==> config.mk <==
export PLATFORM = sky130hd
export DESIGN_NAME = wpbf_cell
export DESIGN_NICKNAME = d
export VERILOG_FILES = /design/src/hdl/wpbf_pkg.sv /design/src/hdl/wpbf_cell.sv
export SDC_FILE = /design/constraint.sdc
export NUM_CORES = 1
export LEC_CHECK = 0
export BUFFER_PORTS_ARGS = -buffer_cell sky130_fd_sc_hd__buf_2
export CAP_MARGIN = 25
export CORE_ASPECT_RATIO = 1.1
export CORE_MARGIN = 8
export CORE_UTILIZATION = 41
export DETAILED_ROUTE_END_ITERATION = 7
export PLACE_DENSITY = 0.86
export SLEW_MARGIN = 20
export SYNTH_ARGS = -nofsm -noshare
export SYNTH_HDL_FRONTEND = slang
export SYNTH_SLANG_ARGS = --single-unit
==> constraint.sdc <==
create_clock -name i_clk -period 3.7 [get_ports i_clk]
set_clock_uncertainty 0.2 [all_clocks]
set_input_delay 0.37 -clock i_clk [delete_from_list [all_inputs] [get_ports i_clk]]
set_output_delay 0.37 -clock i_clk [all_outputs]
set_load 0.005 [all_outputs]
==> src/hdl/wpbf_pkg.sv <==
// ----------------------------------------------------------------------------
// wpbf_pkg
// Types and constants shared by the windowed photon burst filter modules.
// ----------------------------------------------------------------------------
`default_nettype none

package wpbf_pkg;

    // field widths
    localparam int CHAN_W   = 8;
    localparam int COARSE_W = 48;
    localparam int FINE_W   = 32;
    localparam int WIDTH_W  = 32;
    localparam int MINC_W   = 7;
    localparam int PAY_W    = CHAN_W + FINE_W;

    // configuration register indexes
    localparam int CFG_IDX_W = 2;
    localparam logic [CFG_IDX_W-1:0] REG_WINDOW_WIDTH  = 2'd0;
    localparam logic [CFG_IDX_W-1:0] REG_MIN_COUNT     = 2'd1;
    localparam logic [CFG_IDX_W-1:0] REG_WINDOW_ORIGIN = 2'd2;

    // request commands
    localparam logic CMD_PHOTON = 1'b0;
    localparam logic CMD_FLUSH  = 1'b1;

    typedef struct packed {
        logic                cmd;
        logic [CHAN_W-1:0]   channel;
        logic [COARSE_W-1:0] coarse_time;
        logic [FINE_W-1:0]   fine_time;
    } t_in_item;

    typedef struct packed {
        logic [CHAN_W-1:0]   out_channel;
        logic [COARSE_W-1:0] out_coarse_time;
        logic [FINE_W-1:0]   out_fine_time;
        logic                last;
        logic                overflowed;
    } t_out_item;

    // one buffered photon
    typedef struct packed {
        logic [COARSE_W-1:0] coarse;
        logic [PAY_W-1:0]    payload;
    } t_entry;

    // control that every cell of the buffer chain sees
    typedef struct packed {
        logic push;
        logic shift;
    } t_cell_ctrl;

endpackage

`default_nettype wire

==> src/hdl/wpbf_cell.sv <==
// ----------------------------------------------------------------------------
// wpbf_cell
// One slot of the photon buffer chain: loads a new photon when the fill
// count points at it, and takes its upper neighbor's photon on a shift.
// ----------------------------------------------------------------------------
`default_nettype none

module wpbf_cell #(
    parameter int IDX   = 0,
    parameter int CNT_W = 7
) (
    input  wire                       i_clk,
    input  wpbf_pkg::t_cell_ctrl      i_ctrl,
    input  wire  [CNT_W-1:0]          i_count,
    input  wpbf_pkg::t_entry          i_new,
    input  wpbf_pkg::t_entry          i_next,
    output wpbf_pkg::t_entry          o_entry
);

    wpbf_pkg::t_entry r_entry;
    wpbf_pkg::t_entry n_entry;

    // pick load, shift or hold
    always_comb begin
        n_entry = r_entry;
        if (i_ctrl.shift) begin
            n_entry = i_next;
        end else if (i_ctrl.push && (i_count == CNT_W'(IDX))) begin
            n_entry = i_new;
        end
    end

    always_ff @(posedge i_clk) begin
        r_entry <= n_entry;
    end

    assign o_entry = r_entry;

endmodule

`default_nettype wire

==> results.yml, run 1 <==
outcome:
  status: "finished clean"
detailed_routing:
  ant_nets: 0
  first_iter_violations: 50
  drt-total-wl_mm: 11.0
  wl_per_cell_um: 18.9
  drt_first_pass_iters: 6
  num_vias: 2758
  vias_per_cell: 4.73
  drc: 0
place:
  portBuffers: 273
  gp_congestion: 0.773
  place_hpwl_mm: 8.92
synth:
  syn_nets: 375
  netlist_area_mm2: 0.00376
  yosysTopAreaCellShare_pct: 70.3
  synthArstFlopShare_pct: 0
  yosys_most_used_dff: "edfxtp_1"
  synthMostInstantiatedCell: "edfxtp_1"
  syn_inst: 189
  ys_top_cells_by_count: "edfxtp_1 (88), mux2_2 (79), mux2_4 (9), buf_2 (7), buf_6 (3)"
  yosys.cell_types.count: 8
  synthTopCellsByArea: "edfxtp_1 (70%), mux2_2 (24%), mux2_4 (3.6%)"
  yosysTopAreaCell: "edfxtp_1"
  synth_seq_cells: 88
  synth_edf_count: 88
  yosysWarnings: 0
  ys_seq_area_share_pct: 70.3
  synth.avg_cell_area_um2: 19.9
final_layout:
  final_core_util_pct: 61.1
  area_growth_pct: 44.3
  nets: 651
  drive_gt1_share_pct: 80.4
  largest_reg_flops: 88
  diodes: 0
worst_setup_path:
  slowest_delay_ns: 0.54
  start_kind: "input pin"
  slowest_stage: "a21o_4"
  worst-path-buf-inv: 2
  cp_top_family: "compound AO/OA/AOI/OAI gates"
  crit_arrival_ns: 1.82
  cp-end-kind: "flop"
  critical_path_required_ns: 3.53
  path_cells: "buf_2, nor4b_1, a21o_4, buf_12"
  critPathKind: "in2reg"
  path_max_fanout: 46
pwr:
  power_density_mw_per_mm2: 403
  leakagePower_uw: 0.00244
  totalPowerFinal_uw: 2190
  peakVddDrop_mv: 0.266
cts:
  cts.reportedPaths.clkPinSlew_ns: 0.08
  cts_tree: "built"
  cts_resized: 0
  numCtsBuffers: 9
  h-tree-depth: 3
  clock_path_buffers: 2
  postCtsHoldBufs: 0
  cts_sinks: 88
  cts_setup_buffers: 0
  cts_root_buffer: "clkbuf_8"
timing:
  rsz0062_at_grt: "false"
  setup_viol: 0
  fin_tns_setup_ns: 0
  min_period_ns: 1.99
  slew_violations: 0
  tightestPinTransition_ns: 0.558
  hold_viol_final: 0
  max_slew_margin_pct: 62.8
  timing.fmax_mhz: 503
  period_share_pct: 53.7
floorplanning:
  core_region_area_mm2: 0.00887
  io_pins: 274
  die_y_um: 116
  die-area_mm2: 0.0125
  die_width_um: 107
  rows: 36
  start_util_pct: 42.4
global_route:
  grtUsageTotal_pct: 17.1
  grt_pass1_vias: 3115
  grt_antenna_before_repair: 0
  grt_pass1_wl_mm: 16.2
  overflow: 0
  grt_max_degree: 48
worst_hold_path:
  min_from: "i_new[51]"
  holdPathStages: 2
  min_to: "o_entry[51]$_DFFE_PP_"
  hp-class: "in2reg"
run:
  drv_cap: 0
-- how the worst max path moves through the flow --
stage / startpoint / endpoint / depth (start not counted)
detailed placement: i_count[5] / o_entry[62]$_DFFE_PP_ / 4
floorplan: i_ctrl[0] / o_entry[0]$_DFFE_PP_ / 4
global placement: i_count[5] / o_entry[40]$_DFFE_PP_ / 4
CTS: i_count[5] / o_entry[13]$_DFFE_PP_ / 4
global route: i_count[5] / o_entry[55]$_DFFE_PP_ / 4
finish: i_count[5] / o_entry[55]$_DFFE_PP_ / 4
-- cells in the final DEF, fill, tap and decap left out --
cell type and n:
clkbuf_8 9, clkinv_2 3, clkbuf_1 1, a21o_4 1, buf_12 2, mux2_4 9
nor4_1 1, edfxtp_1 88, nor4b_1 1, mux2_2 79, buf_2 272, buf_4 1
bufinv_16 1, clkinv_1 1
-- report_power, final --
part	leakage [µW]	switching, µW	internal, µW
Clock	0.0000933	311	303
Sequential	0.000862	22.3	1210
Combinational	0.00149	143	202
-- metrics by stage --
stage               hold slack (ns)  setup WS (ns)  instances  area [µm²]
finish                        0.121           1.71        583        5430
global route                 0.0979           1.64        583        5430
floorplan                     0.387          0.487        189        3760
CTS                          0.0985           1.73        583        5430
global placement              0.470           1.47        568        5250
detailed placement            0.473           1.38        568        5250
-- cell families (layout without fill, tap and decap cells) --
logic type	after synthesis	in the layout	share of synthesized area, %
compound gates	1	1	0.200
flops	88	88	70.3
mux	88	88	27.3
simple gates	2	2	0.400
buf+inv	10	290	1.83
-- area by class of cell --
cell class / instances / area, µm²
clock inverters: 5 / 48.8
fillers: 714 / 3450
clock buffers: 10 / 128
flip-flops and latches: 88 / 2640
repair buffers: 275 / 1410
well taps: 114 / 143
multi-input cells: 91 / 1050
-- routing by layer --
metal / up-vias / global-route usage (%) / share of wire, %
met3: 13 / 8.28 / 12
li1: 1293 / - / -
met2: 159 / 30.8 / 53
met5: - / 0 / 0
met1: 1293 / 15.9 / 33
met4: 0 / 7.89 / 1.7
Power figures use the tool's default switching activity.
==> run 2, diff against run 1 <==
Settings changed: CORE_UTILIZATION 41 to 37, PLACE_DENSITY 0.86 to 0.82.
Clock period 3.7 ns to 1.63 ns, I/O delays scaled along.
==> results.yml, run 2 <==
synth:
  yosysTopAreaCellShare_pct: 70.3
  synthArstFlopShare_pct: 0
  netlist_area_mm2: 0.00376
  syn_nets: 375
  yosysTopAreaCell: "edfxtp_1"
  synth.avg_cell_area_um2: 19.9
  syn_inst: 189
  ys_seq_area_share_pct: 70.3
  synth_edf_count: 88
  ys_top_cells_by_count: "edfxtp_1 (88), mux2_2 (79), mux2_4 (9), buf_2 (7), buf_6 (3)"
  yosys.cell_types.count: 8
  synthMostInstantiatedCell: "edfxtp_1"
  yosys_most_used_dff: "edfxtp_1"
  synth_seq_cells: 88
  yosysWarnings: 0
  synthTopCellsByArea: "edfxtp_1 (70%), mux2_2 (24%), mux2_4 (3.6%)"
floorplanning:
  start_util_pct: 38.0
  rows: 38
  die_width_um: 112
  io_pins: 274
  die_y_um: 122
cts:
  h-tree-depth: 3
  cts_sinks: 88
  cts_resized: 0
  postCtsHoldBufs: 120
  cts_setup_buffers: 0
  cts_root_buffer: "clkbuf_8"
  clock_path_buffers: 2
  numCtsBuffers: 9
place:
  place_hpwl_mm: 9.05
  portBuffers: 273
  gp_congestion: 0.780
outcome:
  stop_stage: "clock tree synthesis"
  first-error: "[ERROR RSZ-0060] Max buffer count reached."
  status: "stopped before the end"
==> run 2: cell counts after synthesis <==
Identical to the previous run, type by type.
==> run 2: logic make-up after synthesis <==
logic type | count (synthesis) | synth area share (%)
buffers and inverters | 10 | 1.83
AO/OA/AOI/OAI | 1 | 0.200
multiplexers | 88 | 27.3
AND/OR/NAND/NOR | 2 | 0.400
flip-flops | 88 | 70.3
==> run 2: stage by stage <==
step,hold slack (ns),area (µm²),util (%),setup slack (ns),std cells
2_1_floorplan,0.180,3790,-,-0.104,189
3_3_place_gp,0.263,5320,53.8,0.104,578
3_5_place_dp,0.268,5320,53.8,0.0767,578
==> run 3, diff against run 2 <==
Settings changed: CORE_ASPECT_RATIO 1.1 to not set, CORE_UTILIZATION 37 to 40, PLACE_DENSITY 0.82 to not set, PLACE_DENSITY_LB_ADDON set to 0.15.
Clock period 1.63 ns to 2.1 ns, I/O delays scaled along.
==> results.yml, run 3 <==
floorplanning:
  die_y_um: 113
  rows: 35
  io_pins: 274
  die_width_um: 113
  start_util_pct: 40.9
synth:
  synthArstFlopShare_pct: 0
  yosysTopAreaCellShare_pct: 70.3
  syn_inst: 189
  syn_nets: 375
  synthMostInstantiatedCell: "edfxtp_1"
  yosys_most_used_dff: "edfxtp_1"
  netlist_area_mm2: 0.00376
  synth.avg_cell_area_um2: 19.9
  yosys.cell_types.count: 8
  synthTopCellsByArea: "edfxtp_1 (70%), mux2_2 (24%), mux2_4 (3.6%)"
  synth_edf_count: 88
  ys_seq_area_share_pct: 70.3
  yosysWarnings: 0
  ys_top_cells_by_count: "edfxtp_1 (88), mux2_2 (79), mux2_4 (9), buf_2 (7), buf_6 (3)"
  yosysTopAreaCell: "edfxtp_1"
  synth_seq_cells: 88
cts:
  cts_root_buffer: "clkbuf_8"
  postCtsHoldBufs: 118
  cts_resized: 0
  clock_path_buffers: 2
  numCtsBuffers: 9
  cts_sinks: 88
  h-tree-depth: 3
  cts_setup_buffers: 0
outcome:
  stop_stage: "clock tree synthesis"
  first-error: "[ERROR RSZ-0060] Max buffer count reached."
  status: "stopped before the end"
place:
  post-place-ws_ns: 0.389
  portBuffers: 273
  gp_congestion: 0.749
  place_hpwl_mm: 9.02
## run 3: cell counts after synthesis
Identical to the previous run, type by type.
## run 3: metrics by stage
step,std cells,area [µm²]
floorplan,189,3770
global placement,567,5290
detailed placement,567,5290
## run 3: cell families after synthesis
logic type      share of synthesized area (%)
simple gates                            0.400
mux                                      27.3
compound gates                          0.200
flops                                    70.3
buf+inv                                  1.83
