### config.mk
export PLATFORM = sky130hd
export DESIGN_NAME = wpbf_rem
export DESIGN_NICKNAME = d
export VERILOG_FILES = /design/src/hdl/wpbf_pkg.sv /design/src/hdl/wpbf_rem.sv
export SDC_FILE = /design/constraint.sdc
export NUM_CORES = 1
export LEC_CHECK = 0
export ABC_AREA = 1
export BUFFER_PORTS_ARGS = -buffer_cell sky130_fd_sc_hd__buf_2
export CAP_MARGIN = 0
export CORE_MARGIN = 3
export CORE_UTILIZATION = 55
export DETAILED_ROUTE_END_ITERATION = 16
export PLACE_DENSITY = 0.78
export SETUP_SLACK_MARGIN = 0.15
export SYNTH_ARGS = -nofsm -noshare
export SYNTH_HDL_FRONTEND = slang
export SYNTH_SLANG_ARGS = --single-unit
### constraint.sdc
create_clock -name i_clk -period 4 [get_ports i_clk]
set_clock_uncertainty 0.2 [all_clocks]
set_input_delay 0.6 -clock i_clk [delete_from_list [all_inputs] [get_ports i_clk]]
set_output_delay 0.6 -clock i_clk [all_outputs]
set_load 0.01 [all_outputs]
### src/hdl/wpbf_pkg.sv
// ----------------------------------------------------------------------------
// wpbf_pkg
// Types and constants shared by the windowed photon burst filter modules.
// ----------------------------------------------------------------------------
`default_nettype none

package wpbf_pkg;

    // field widths
    localparam int CHAN_W   = 8;
    localparam int COARSE_W = 48;
    localparam int FINE_W   = 32;
    localparam int WIDTH_W  = 32;
    localparam int MINC_W   = 7;
    localparam int PAY_W    = CHAN_W + FINE_W;

    // configuration register indexes
    localparam int CFG_IDX_W = 2;
    localparam logic [CFG_IDX_W-1:0] REG_WINDOW_WIDTH  = 2'd0;
    localparam logic [CFG_IDX_W-1:0] REG_MIN_COUNT     = 2'd1;
    localparam logic [CFG_IDX_W-1:0] REG_WINDOW_ORIGIN = 2'd2;

    // request commands
    localparam logic CMD_PHOTON = 1'b0;
    localparam logic CMD_FLUSH  = 1'b1;

    typedef struct packed {
        logic                cmd;
        logic [CHAN_W-1:0]   channel;
        logic [COARSE_W-1:0] coarse_time;
        logic [FINE_W-1:0]   fine_time;
    } t_in_item;

    typedef struct packed {
        logic [CHAN_W-1:0]   out_channel;
        logic [COARSE_W-1:0] out_coarse_time;
        logic [FINE_W-1:0]   out_fine_time;
        logic                last;
        logic                overflowed;
    } t_out_item;

    // one buffered photon
    typedef struct packed {
        logic [COARSE_W-1:0] coarse;
        logic [PAY_W-1:0]    payload;
    } t_entry;

    // control that every cell of the buffer chain sees
    typedef struct packed {
        logic push;
        logic shift;
    } t_cell_ctrl;

endpackage

`default_nettype wire

### src/hdl/wpbf_rem.sv
// ----------------------------------------------------------------------------
// wpbf_rem
// Bit-serial remainder unit: one dividend bit per cycle, 48-bit dividend
// by 32-bit divisor, restoring form.
// ----------------------------------------------------------------------------
`default_nettype none

module wpbf_rem (
    input  wire                             i_clk,
    input  wire                             i_rst_n,
    input  wire                             i_start,
    input  wire  [wpbf_pkg::COARSE_W-1:0]   i_dividend,
    input  wire  [wpbf_pkg::WIDTH_W-1:0]    i_divisor,
    output logic                            o_done,
    output logic [wpbf_pkg::WIDTH_W-1:0]    o_rem
);

    localparam int DW    = wpbf_pkg::COARSE_W;
    localparam int WW    = wpbf_pkg::WIDTH_W;
    localparam int ITR_W = $clog2(DW);

    logic              r_busy, n_busy;
    logic              r_done, n_done;
    logic [ITR_W-1:0]  r_iter, n_iter;
    logic [DW-1:0]     r_dvd, n_dvd;
    logic [WW-1:0]     r_dvs, n_dvs;
    logic [WW-1:0]     r_rem, n_rem;
    logic [WW:0]       w_trial;

    assign w_trial = {r_rem, r_dvd[DW-1]};

    // one restoring step per cycle
    always_comb begin
        n_busy = r_busy;
        n_done = 1'b0;
        n_iter = r_iter;
        n_dvd  = r_dvd;
        n_dvs  = r_dvs;
        n_rem  = r_rem;
        if (i_start) begin
            n_busy = 1'b1;
            n_iter = '0;
            n_dvd  = i_dividend;
            n_dvs  = i_divisor;
            n_rem  = '0;
        end else if (r_busy) begin
            if (w_trial >= {1'b0, r_dvs}) begin
                n_rem = WW'(w_trial - {1'b0, r_dvs});
            end else begin
                n_rem = w_trial[WW-1:0];
            end
            n_dvd  = {r_dvd[DW-2:0], 1'b0};
            n_iter = r_iter + 1'b1;
            if (r_iter == ITR_W'(DW - 1)) begin
                n_busy = 1'b0;
                n_done = 1'b1;
            end
        end
    end

    always_ff @(posedge i_clk) begin
        if (!i_rst_n) begin
            r_busy <= 1'b0;
            r_done <= 1'b0;
            r_iter <= '0;
        end else begin
            r_busy <= n_busy;
            r_done <= n_done;
            r_iter <= n_iter;
        end
        r_dvd <= n_dvd;
        r_dvs <= n_dvs;
        r_rem <= n_rem;
    end

    assign o_done = r_done;
    assign o_rem  = r_rem;

endmodule

`default_nettype wire

==> impl_metrics.yaml, run 1 <==
die:
  fp.coreArea_um2: 13300
  dieArea_um2: 15200
  die_h_um: 123
  start_util: 0.566
  row_count: 42
  fp.dieW_um: 123
  io_pins: 116
yosys:
  synth_top_area_frac: 0.318
  synthSimpleGateAreaFrac: 0.357
  synth_top_family_by_area: "simple AND/OR/NAND/NOR gates"
  synth_compound_area_frac: 0.0311
  synth_area_leaders: "edfxtp_1 (32%), nand2_1 (23%), dfxtp_1 (11%)"
  syn-mean-instance-area_um2: 7.07
  synth_area_um2: 7550
  yosysWarnings: 0
  syn_nets: 1186
  netlist_instances: 1069
  ys_seq_elements: 120
  synthMuxAreaShare: 0
  synthAdderAreaFrac: 0.0573
  ys_seq_area_frac: 0.424
  synth.distinct_cells: 32
  synth_xor_area_frac: 0.0162
  synth_top_area_cell: "edfxtp_1"
route:
  drc: 0
  ant_nets: 0
  drt_wl_total_um: 18900
  vias: 6915
  viasPerCell: 5.03
  drt-initial-drc-count: 397
  drt-pass1-iter-count: 5
  wl_per_cell_um: 13.8
cells_and_area:
  diodes: 0
  syn_to_final_growth_pct: 17.6
  drive_above_1_share: 0.145
  final_nets: 1303
clock_tree:
  cts_max_path_buffers: 2
  postCtsHoldBufs: 0
  cts_max_level: 4
  cts_buffers: 17
  worstSkewPairLatency_ps: 410
  path_clk_slew_ps: 60
  post-cts-setup-buffers: 0
  tritoncts: "yes"
  cts_root_buffer: "clkbuf_16"
  clock_sinks: 120
  ctsResizeCount: 0
timing:
  rsz0062_at_grt: "false"
  slew_violations: 0
  relSlewSlack: 0.641
  worst_pin_slew_ps: 537
  whs_ps: 160
  period_share: 0.705
  tns_ps: 0
  timing.fmax_ghz: 0.354
  finalHoldViolCount: 0
  timing.final.ws_setup_ps: 1180
  setup_viol: 0
  min_period_ps: 2820
job:
  maxCapViolations: 0
worst_setup_path:
  crit_path_end: "o_rem[0]$_SDFFE_PP0P_"
  r2r-start: "r_dvs[23]$_DFFE_PP_"
  critPathCaptureType: "flip-flop"
  rr_worst_depth: 13
  worstPathMaxFanout: 18
  r2r_end: "o_rem[0]$_SDFFE_PP0P_"
  slowest_delay_ps: 400
  path_class: "reg2reg"
  timing.critical_path.from: "r_dvs[23]$_DFFE_PP_"
  cp_common_cell: "nand2_1"
  cp_cell_sequence: "inv_1, ha_1, nand2_1, inv_1, a21oi_1, nand2_1, nand2_1, nand2_1, nor2_4, buf_4, nand3_1, nand3_1, o21ai_0"
  crit_path_start_kind: "flip-flop"
  crit_arrival_ps: 2890
  crit_slowest_cell: "nor2_4"
  rrSetupSlack_ps: 1180
  crit_required_ps: 4070
outcome:
  outcome: "finished, final reports clean"
global_routing:
  use_met3: 0.0773
  grt_max_degree: 52
  use_met2: 0.440
  grt_pass1_vias: 6629
  top_usage_layer: "met2"
  grt_pass1_wl_um: 30400
  grt-ovfl-total: 0
  gr-usage-met1: 0.309
  grtUsageTotal: 0.257
  antenna_found_initial: 0
power_and_ir_drop:
  peakVddDrop_uv: 369
  powerDensity_nw_per_um2: 377
  p_leak_nw: 4.85
placed_design:
  place_congestion: 0.963
  dp_hpwl_um: 13800
  dpl_worst_slack_ps: 1240
  io_buffers: 115
min_path:
  hold_depth: 1
  min_path_type: "in2reg"
## cell families after synthesis
family,count (synthesis)
adders and majority gates,34
DFF,120
AOI/OAI and AO/OA,44
xor gates and xnor gates,14
buffers and inverters,215
and+or+nand+nor,642
## worst min path at each step
stage	start	end	slack [ps]
after floorplan	r_iter[1]$_SDFFE_PP0P_	r_iter[1]$_SDFFE_PP0P_	260
after global placement	o_rem[20]$_SDFFE_PP0P_	o_rem[20]$_SDFFE_PP0P_	270
after detailed placement	o_rem[11]$_SDFFE_PP0P_	o_rem[11]$_SDFFE_PP0P_	270
after CTS	i_divisor[28]	r_dvs[28]$_DFFE_PP_	150
after global routing	i_divisor[8]	r_dvs[8]$_DFFE_PP_	140
final	i_divisor[26]	r_dvs[26]$_DFFE_PP_	160
## layout make-up
class                           count  area [um2]
Fill cell                        1258        4470
Multi-Input combinational cell    734        3490
Sequential cell                   120        3200
Inverter                          189         709
Timing Repair Buffer              124         643
Clock buffer                       20         437
Tap cell                          176         220
Clock inverter                     11         174
## flip-flops by register name (all words and copies together), names as in the netlist
signal / count
o_done: 1
o_rem: 32
r_dvd: 48
r_dvs: 32
r_iter: 6
r_busy: 1
## synthesized netlist by cell type
cell type,count
o21ai_0,4
nand4_1,9
ha_1,33
nor2_4,2
nor3b_1,3
or2_2,1
o21a_1,2
nand3b_1,14
o21ai_1,11
nand2_4,2
inv_1,189
dfxtp_1,40
nor2_1,49
o21bai_1,3
nand3_2,8
fa_1,1
nand3_1,71
clkbuf_1,13
nor3_1,8
and2_1,2
edfxtp_1,80
buf_6,4
buf_1,1
o211ai_1,1
nand2_2,3
buf_4,1
buf_2,6
nor2_2,4
a21oi_1,23
nand2_1,466
xnor2_1,14
buf_8,1
## metrics by stage
step	power, mW	cell area [um2]	instances	util
2_1_floorplan	1.66	7550	1069	-
3_3_place_gp	1.77	8270	1343	0.620
3_5_place_dp	1.78	8270	1343	0.620
4_1_cts	3.36	8880	1374	0.665
5_1_grt	3.46	8880	1374	0.665
6_report	3.35	8880	1374	0.665
## routing by layer
metal / part of all wire / vias to the layer above / routed length (um)
met5: 0 / - / 0
met3: 0.075 / 34 / 1410
met4: 0.025 / 0 / 474
met2: 0.48 / 224 / 9020
li1: - / 3534 / -
met1: 0.42 / 3123 / 8010
## power breakdown
group          switching (mW)  internal [mW]  total (mW)
logic                   0.200          0.113       0.313
clock network           0.551           1.04        1.59
registers              0.0245           1.42        1.44
## critical path, delay by kind of cell (launching register included)
kind                       cells  cell delay, ps
buffers and inverters          3             470
and+or+nand+nor                7            1020
adders and majority gates      1             360
AOI/OAI and AO/OA              2             300
DFF                            1             330
## placed cells by master (no fill, tap or decap), drive strengths merged
cell type	instances
xnor2	14
o21ai	15
bufinv	4
nand3	79
o21a	2
nand2	471
fa	1
o21bai	3
o211ai	1
a21oi	23
nand4	9
ha	33
edfxtp	80
clkinvlp	3
nor2	55
inv	190
nor3	8
buf	124
nand3b	14
clkinv	3
clkbuf	20
dfxtp	40
or2	1
and2	2
nor3b	3
Power figures use the tool's default switching activity.
==> run 2, diff against run 1 <==
- ABC_AREA: 1 -> 0
- PLACE_DENSITY: 0.78 -> 0.79
- clock period: 4 -> 2.6 ns (I/O delays scaled with it)
==> run 2 against run 1 <==
  * The flow now finishes with violations (setup timing)
  * Cell count decreased by 28%
  * Setup slack got worse by 1800 ps
  * Synthesized cell count decreased by 44%
  * Critical path depth unchanged
  * Largest power group unchanged
==> impl_metrics.yaml, run 2 <==
die:
  dieArea_um2: 13100
  io_pins: 116
  start_util: 0.566
  die_h_um: 115
  row_count: 39
  fp.dieW_um: 115
  fp.coreArea_um2: 11500
placed_design:
  dp_hpwl_um: 11300
  place_area_um2: 7760
  place_congestion: 0.957
  io_buffers: 115
  dpl_worst_slack_ps: -535
yosys:
  synth_area_um2: 6490
  synth_top_area_cell: "edfxtp_1"
  netlist_instances: 596
  ys_seq_area_frac: 0.494
  ys_seq_elements: 120
  yosysWarnings: 0
  synth-edff-count: 80
  syn-mean-instance-area_um2: 10.9
  synth_flop_cell: "edfxtp_1"
  syn_nets: 713
  synthMostInstantiatedCell: "edfxtp_1"
  synth_async_sr_flop_share: 0
  synth_area_leaders: "edfxtp_1 (37%), dfxtp_1 (12%), mux2_2 (8.2%)"
  synth.distinct_cells: 59
  synth_top_area_frac: 0.370
  synth_commonest_cells: "edfxtp_1 (80), nor2_1 (53), mux2_2 (47), nand2_1 (47), inv_1 (42)"
timing:
  whs_ps: 62.4
  finalHoldViolCount: 0
  min_period_ps: 3180
  timing.fmax_ghz: 0.314
  slew_violations: 0
  worst_pin_slew_ps: 635
  period_share: 1.22
  tns_ps: -8080
  relSlewSlack: 0.574
  setup_viol: 31
  rsz0062_at_grt: "true"
  timing.final.ws_setup_ps: -582
clock_tree:
  cts_max_path_buffers: 2
  worstSkewPairLatency_ps: 430
  cts_max_level: 4
  clock_sinks: 120
  path_clk_slew_ps: 60
  tritoncts: "yes"
  cts_buffers: 17
  cts_root_buffer: "clkbuf_16"
global_routing:
  grt_max_degree: 53
  antenna_found_initial: 0
  grt_pass1_vias: 5862
  grtUsageTotal: 0.286
  grt_pass1_wl_um: 29200
  grt-ovfl-total: 0
route:
  wl_per_cell_um: 19.4
  drt_wl_total_um: 19200
  drt-initial-drc-count: 433
  drt-pass1-iter-count: 5
  drc: 0
  vias: 5724
  ant_nets: 0
  viasPerCell: 5.79
cells_and_area:
  syn_to_final_growth_pct: 45.4
  final_common_cell: "buf_2"
  diodes: 0
  top_register: "r_dvd"
  final_nets: 949
  fillers: 638
  drive_above_1_share: 0.456
  stdcell_area_um2: 9430
  largest_reg_flops: 48
  final_cell_mix: "buf_2 (114), edfxtp_1 (80), buf_4 (77), mux2_2 (47), nor2_1 (47)"
job:
  maxCapViolations: 0
worst_setup_path:
  worstPathMaxFanout: 2
  critPathCaptureType: "flip-flop"
  crit_arrival_ps: 3330
  crit_required_ps: 2750
  path_class: "reg2reg"
  crit_path_start_kind: "flip-flop"
outcome:
  violations: "setup timing"
  outcome: "finished with violations"
power_and_ir_drop:
  peakVddDrop_uv: 591
  p_leak_nw: 3.99
  powerDensity_nw_per_um2: 639
min_path:
  min_path_type: "in2reg"
run 2: changes by cell type in the layout (fill, tap and decap cells not counted), moves of 12 or more:
cell           delta
mux2i_1          +19
nand3b_1         -13
mux2_2           +47
dlygate4sd3_1    +33
buf_4            +68
buf_6            +13
nand3_1          -68
ha_4             +12
ha_1             -15
nand2_1         -422
inv_1           -150
run 2: kinds of logic after synthesis:
logic type / count (synthesis) / synth area share
AND/OR/NAND/NOR: 139 / 0.0965
AO/OA/AOI/OAI: 132 / 0.133
flip-flops: 120 / 0.494
multiplexers: 70 / 0.117
buffers and inverters: 69 / 0.0496
adder cells (fa/ha/maj): 34 / 0.0667
XOR/XNOR: 32 / 0.0432
run 2: path summary, 6_finish.rpt:
kind	start	to	slack (ps)	depth (start not counted)
min reg2reg	o_rem[17]$_SDFFE_PP0P_	o_rem[17]$_SDFFE_PP0P_	290	2
max reg2reg	r_dvd[47]$_DFFE_PP_	o_rem[30]$_SDFFE_PP0P_	-580	13
min	i_dividend[42]	r_dvd[42]$_DFFE_PP_	60	2
max	r_dvd[47]$_DFFE_PP_	o_rem[30]$_SDFFE_PP0P_	-580	13
run 2: layout make-up:
cell class | instances | area, um2 | share of cell area
multi-input cells | 407 | 3520 | 0.374
flip-flops and latches | 120 | 3210 | 0.340
repair buffers | 244 | 1770 | 0.188
clock buffers | 18 | 439 | 0.0466
well taps | 143 | 179 | 0.0190
inverters | 42 | 161 | 0.0171
clock inverters | 14 | 148 | 0.0157
run 2: report_power, final:
group | internal, mW | switching (mW) | leakage, nW
Sequential | 2.22 | 0.0720 | 1.12
Combinational | 0.696 | 0.710 | 2.59
Clock | 1.44 | 0.892 | 0.277
run 2: routing by layer:
metal,part of all wire,global-route usage
met3,0.081,0.0888
met4,0.030,0.112
met5,0,0
met1,0.38,0.334
met2,0.51,0.490
run 2: what timing repair did:
action                                  in CTS  in global routing
endpoints found under the setup margin      32                 32
hold buffers                                33                  0
pin swaps                                   33                 26
endpoints found under the hold margin       33                  0
setup buffers                               13                  6
cloned                                       2                  0
gates resized for setup                     78                 49
run 2: metrics by stage:
step | instances | utilization | total power [mW]
2_1_floorplan | 596 | - | 2.97
3_3_place_gp | 902 | 0.676 | 3.34
3_5_place_dp | 902 | 0.676 | 3.38
4_1_cts | 982 | 0.799 | 5.90
5_1_grt | 988 | 0.822 | 6.25
6_report | 988 | 0.822 | 6.02
run 2: worst max-delay path: stages (launching register included):
cell	delay, ps
edfxtp_1	380
inv_1	80
ha_2	180
inv_2	40
fa_2	350
a21o_1	200
a221oi_2	350
o211a_4	220
nor3_4	50
o31a_4	300
o21ai_4	130
o31a_1	160
mux2_4	320
a31oi_4	150
==> run 3, diff against run 2 <==
- HOLD_SLACK_MARGIN: not set -> 0.15
- MAX_ROUTING_LAYER: not set -> met4
==> run 3 against run 2 <==
  * The run still ends with setup timing left
  * Non-clock buffer count is 67 higher
  * Global-route usage is 3.7 points higher
  * Setup slack worse by 66 ps
  * Combinational power is 12% higher
  * Power is 2.4% higher
  * Design area is 7.4% higher
  * Flip-flop and latch count stayed put
  * Cell count is 6.8% higher
  * Critical path type unchanged
  * First-iteration DRC count is 54% higher
  * Register-to-register slack worse by 70 ps
  * Wire length is 15% higher
  * Largest cell class unchanged
  * Highest routed layer unchanged
  * Sequential share of layout area is 2.3 points lower
==> impl_metrics.yaml, run 3 (same netlist as run 2, synthesis figures left out) <==
clock_tree:
  tritoncts: "yes"
  path_clk_slew_ps: 60
  cts_root_buffer: "clkbuf_16"
  clock_sinks: 120
  cts_buffers: 17
  cts_max_level: 4
  worstSkewPairLatency_ps: 430
  cts_max_path_buffers: 2
worst_setup_path:
  crit_required_ps: 2710
  cp_cell_sequence: "inv_1, ha_2, inv_2, fa_2, a21o_1, a221oi_4, o211a_4, buf_4, o21bai_2, a21o_1, buf_4, xor2_1, nand2_1, a311oi_1"
  critical_path.top_delay_family: "compound AO/OA/AOI/OAI gates"
  path_class: "reg2reg"
  rrSetupSlack_ps: -650
  r2r-start: "r_dvd[47]$_DFFE_PP_"
  timing.critical_path.from: "r_dvd[47]$_DFFE_PP_"
  crit_slowest_cell: "edfxtp_1"
  crit_arrival_ps: 3360
  crit_path_start_kind: "flip-flop"
  slowest_delay_ps: 390
  critPathCaptureType: "flip-flop"
  worstPathMaxFanout: 3
  cp_num_buf_inv: 4
placed_design:
  place_congestion: 0.967
  dp.cells: 904
  io_buffers: 115
  dp_hpwl_um: 11600
cells_and_area:
  fin_util: 0.883
  final_common_cell: "buf_2"
  fillers: 484
  syn_to_final_growth_pct: 56.1
  multi_input_area_um2: 3560
  drive_above_1_share: 0.450
  largest_reg_flops: 48
  diodes: 0
  top_register: "r_dvd"
  final_cell_mix: "buf_2 (114), buf_4 (85), dlygate4sd3_1 (82), edfxtp_1 (80), mux2_2 (47)"
  layoutNonFillerInstCount: 1055
  final_nets: 1016
  regArea_um2: 3210
power_and_ir_drop:
  clockPowerShare: 0.371
  switching_share: 0.285
  peakVddDrop_uv: 743
  powerDensity_nw_per_um2: 609
  combPwrFrac: 0.256
  p_int_mw: 4.41
  p_leak_nw: 4.28
  switchingPower_mw: 1.76
  fin_total_pwr_mw: 6.17
  p_seq_frac: 0.373
timing:
  worst_pin_slew_ps: 718
  timing.final.ws_setup_ps: -648
  finalHoldViolCount: 0
  timing.fmax_ghz: 0.308
  period_share: 1.25
  relSlewSlack: 0.521
  tns_ps: -9670
  slew_violations: 0
  min_period_ps: 3250
  whs_ps: 296
  rsz0062_at_grt: "true"
  setup_viol: 32
min_path:
  hp-start: "o_rem[17]$_SDFFE_PP0P_"
  min_path_type: "reg2reg"
die:
  dieArea_um2: 13100
  fp.coreArea_um2: 11500
  row_count: 39
  io_pins: 116
  die_h_um: 115
  fp.dieW_um: 115
  start_util: 0.566
route:
  drt-pass1-iter-count: 5
  viasPerCell: 5.90
  wl_per_cell_um: 20.9
  drt-initial-drc-count: 666
  ant_nets: 0
  vias: 6227
  drt_wl_total_um: 22000
  drc: 0
global_routing:
  antenna_found_initial: 0
  grtUsageTotal: 0.323
  grt_max_degree: 53
  grt_pass1_wl_um: 32000
  grt-ovfl-total: 0
  grt_pass1_vias: 6545
outcome:
  violations: "setup timing"
  outcome: "finished with violations"
job:
  maxCapViolations: 0
-- run 3: metrics by stage --
stage | setup slack (ps) | area, um2
finish | -648 | 10100
global route | -795 | 10100
CTS | -548 | 9680
detailed placement | -534 | 7770
global placement | -473 | 7770
floorplan | -393 | 6560
-- run 3: metal layers --
layer,GRT usage,part of all wire,vias up
met4,0.146,0.051,0
li1,-,-,2785
met1,0.353,0.36,2956
met5,-,0,-
met3,0.0803,0.075,118
met2,0.555,0.51,368
-- run 3: power by group through the flow --
| stage | Clock (mW) | Sequential (mW) | Combinational, mW |
|---|---|---|---|
| 6_report | 2.29 | 2.30 | 1.58 |
| 5_1_grt | 2.38 | 2.31 | 1.67 |
| 4_1_cts | 2.27 | 2.28 | 1.33 |
| 3_5_place_dp | 0 | 2.31 | 1.07 |
| 3_3_place_gp | 0 | 2.31 | 1.04 |
| 2_1_floorplan | 0 | 2.32 | 0.657 |
-- run 3: path summary, 6_finish.rpt --
check | cells past startpoint | end
hold reg to reg | 2 | o_rem[17]$_SDFFE_PP0P_
hold / removal | 2 | o_rem[17]$_SDFFE_PP0P_
setup / recovery | 14 | o_rem[16]$_SDFFE_PP0P_
setup reg to reg | 14 | o_rem[16]$_SDFFE_PP0P_
-- run 3: cell type report --
cell class / count / area share
Timing Repair Buffer: 311 / 0.241
Clock inverter: 10 / 0.00939
Tap cell: 143 / 0.0177
Inverter: 42 / 0.0159
Multi-Input combinational cell: 407 / 0.352
Clock buffer: 22 / 0.0468
Sequential cell: 120 / 0.317
-- run 3: worst min-delay path: stages (launching register included) --
cell and delay, ps:
dfxtp_2 340, nand2_1 50, o21ai_1 50
-- run 3: repair_timing --
action / 4_1_cts / 5_1_grt
setup buffers: 24 / 10
setup endpoints to repair: 32 / 32
endpoints found under the hold margin: 89 / 0
gates resized for setup: 68 / 79
hold buffers: 82 / 0
pin swaps: 23 / 40
cloned: 2 / 1
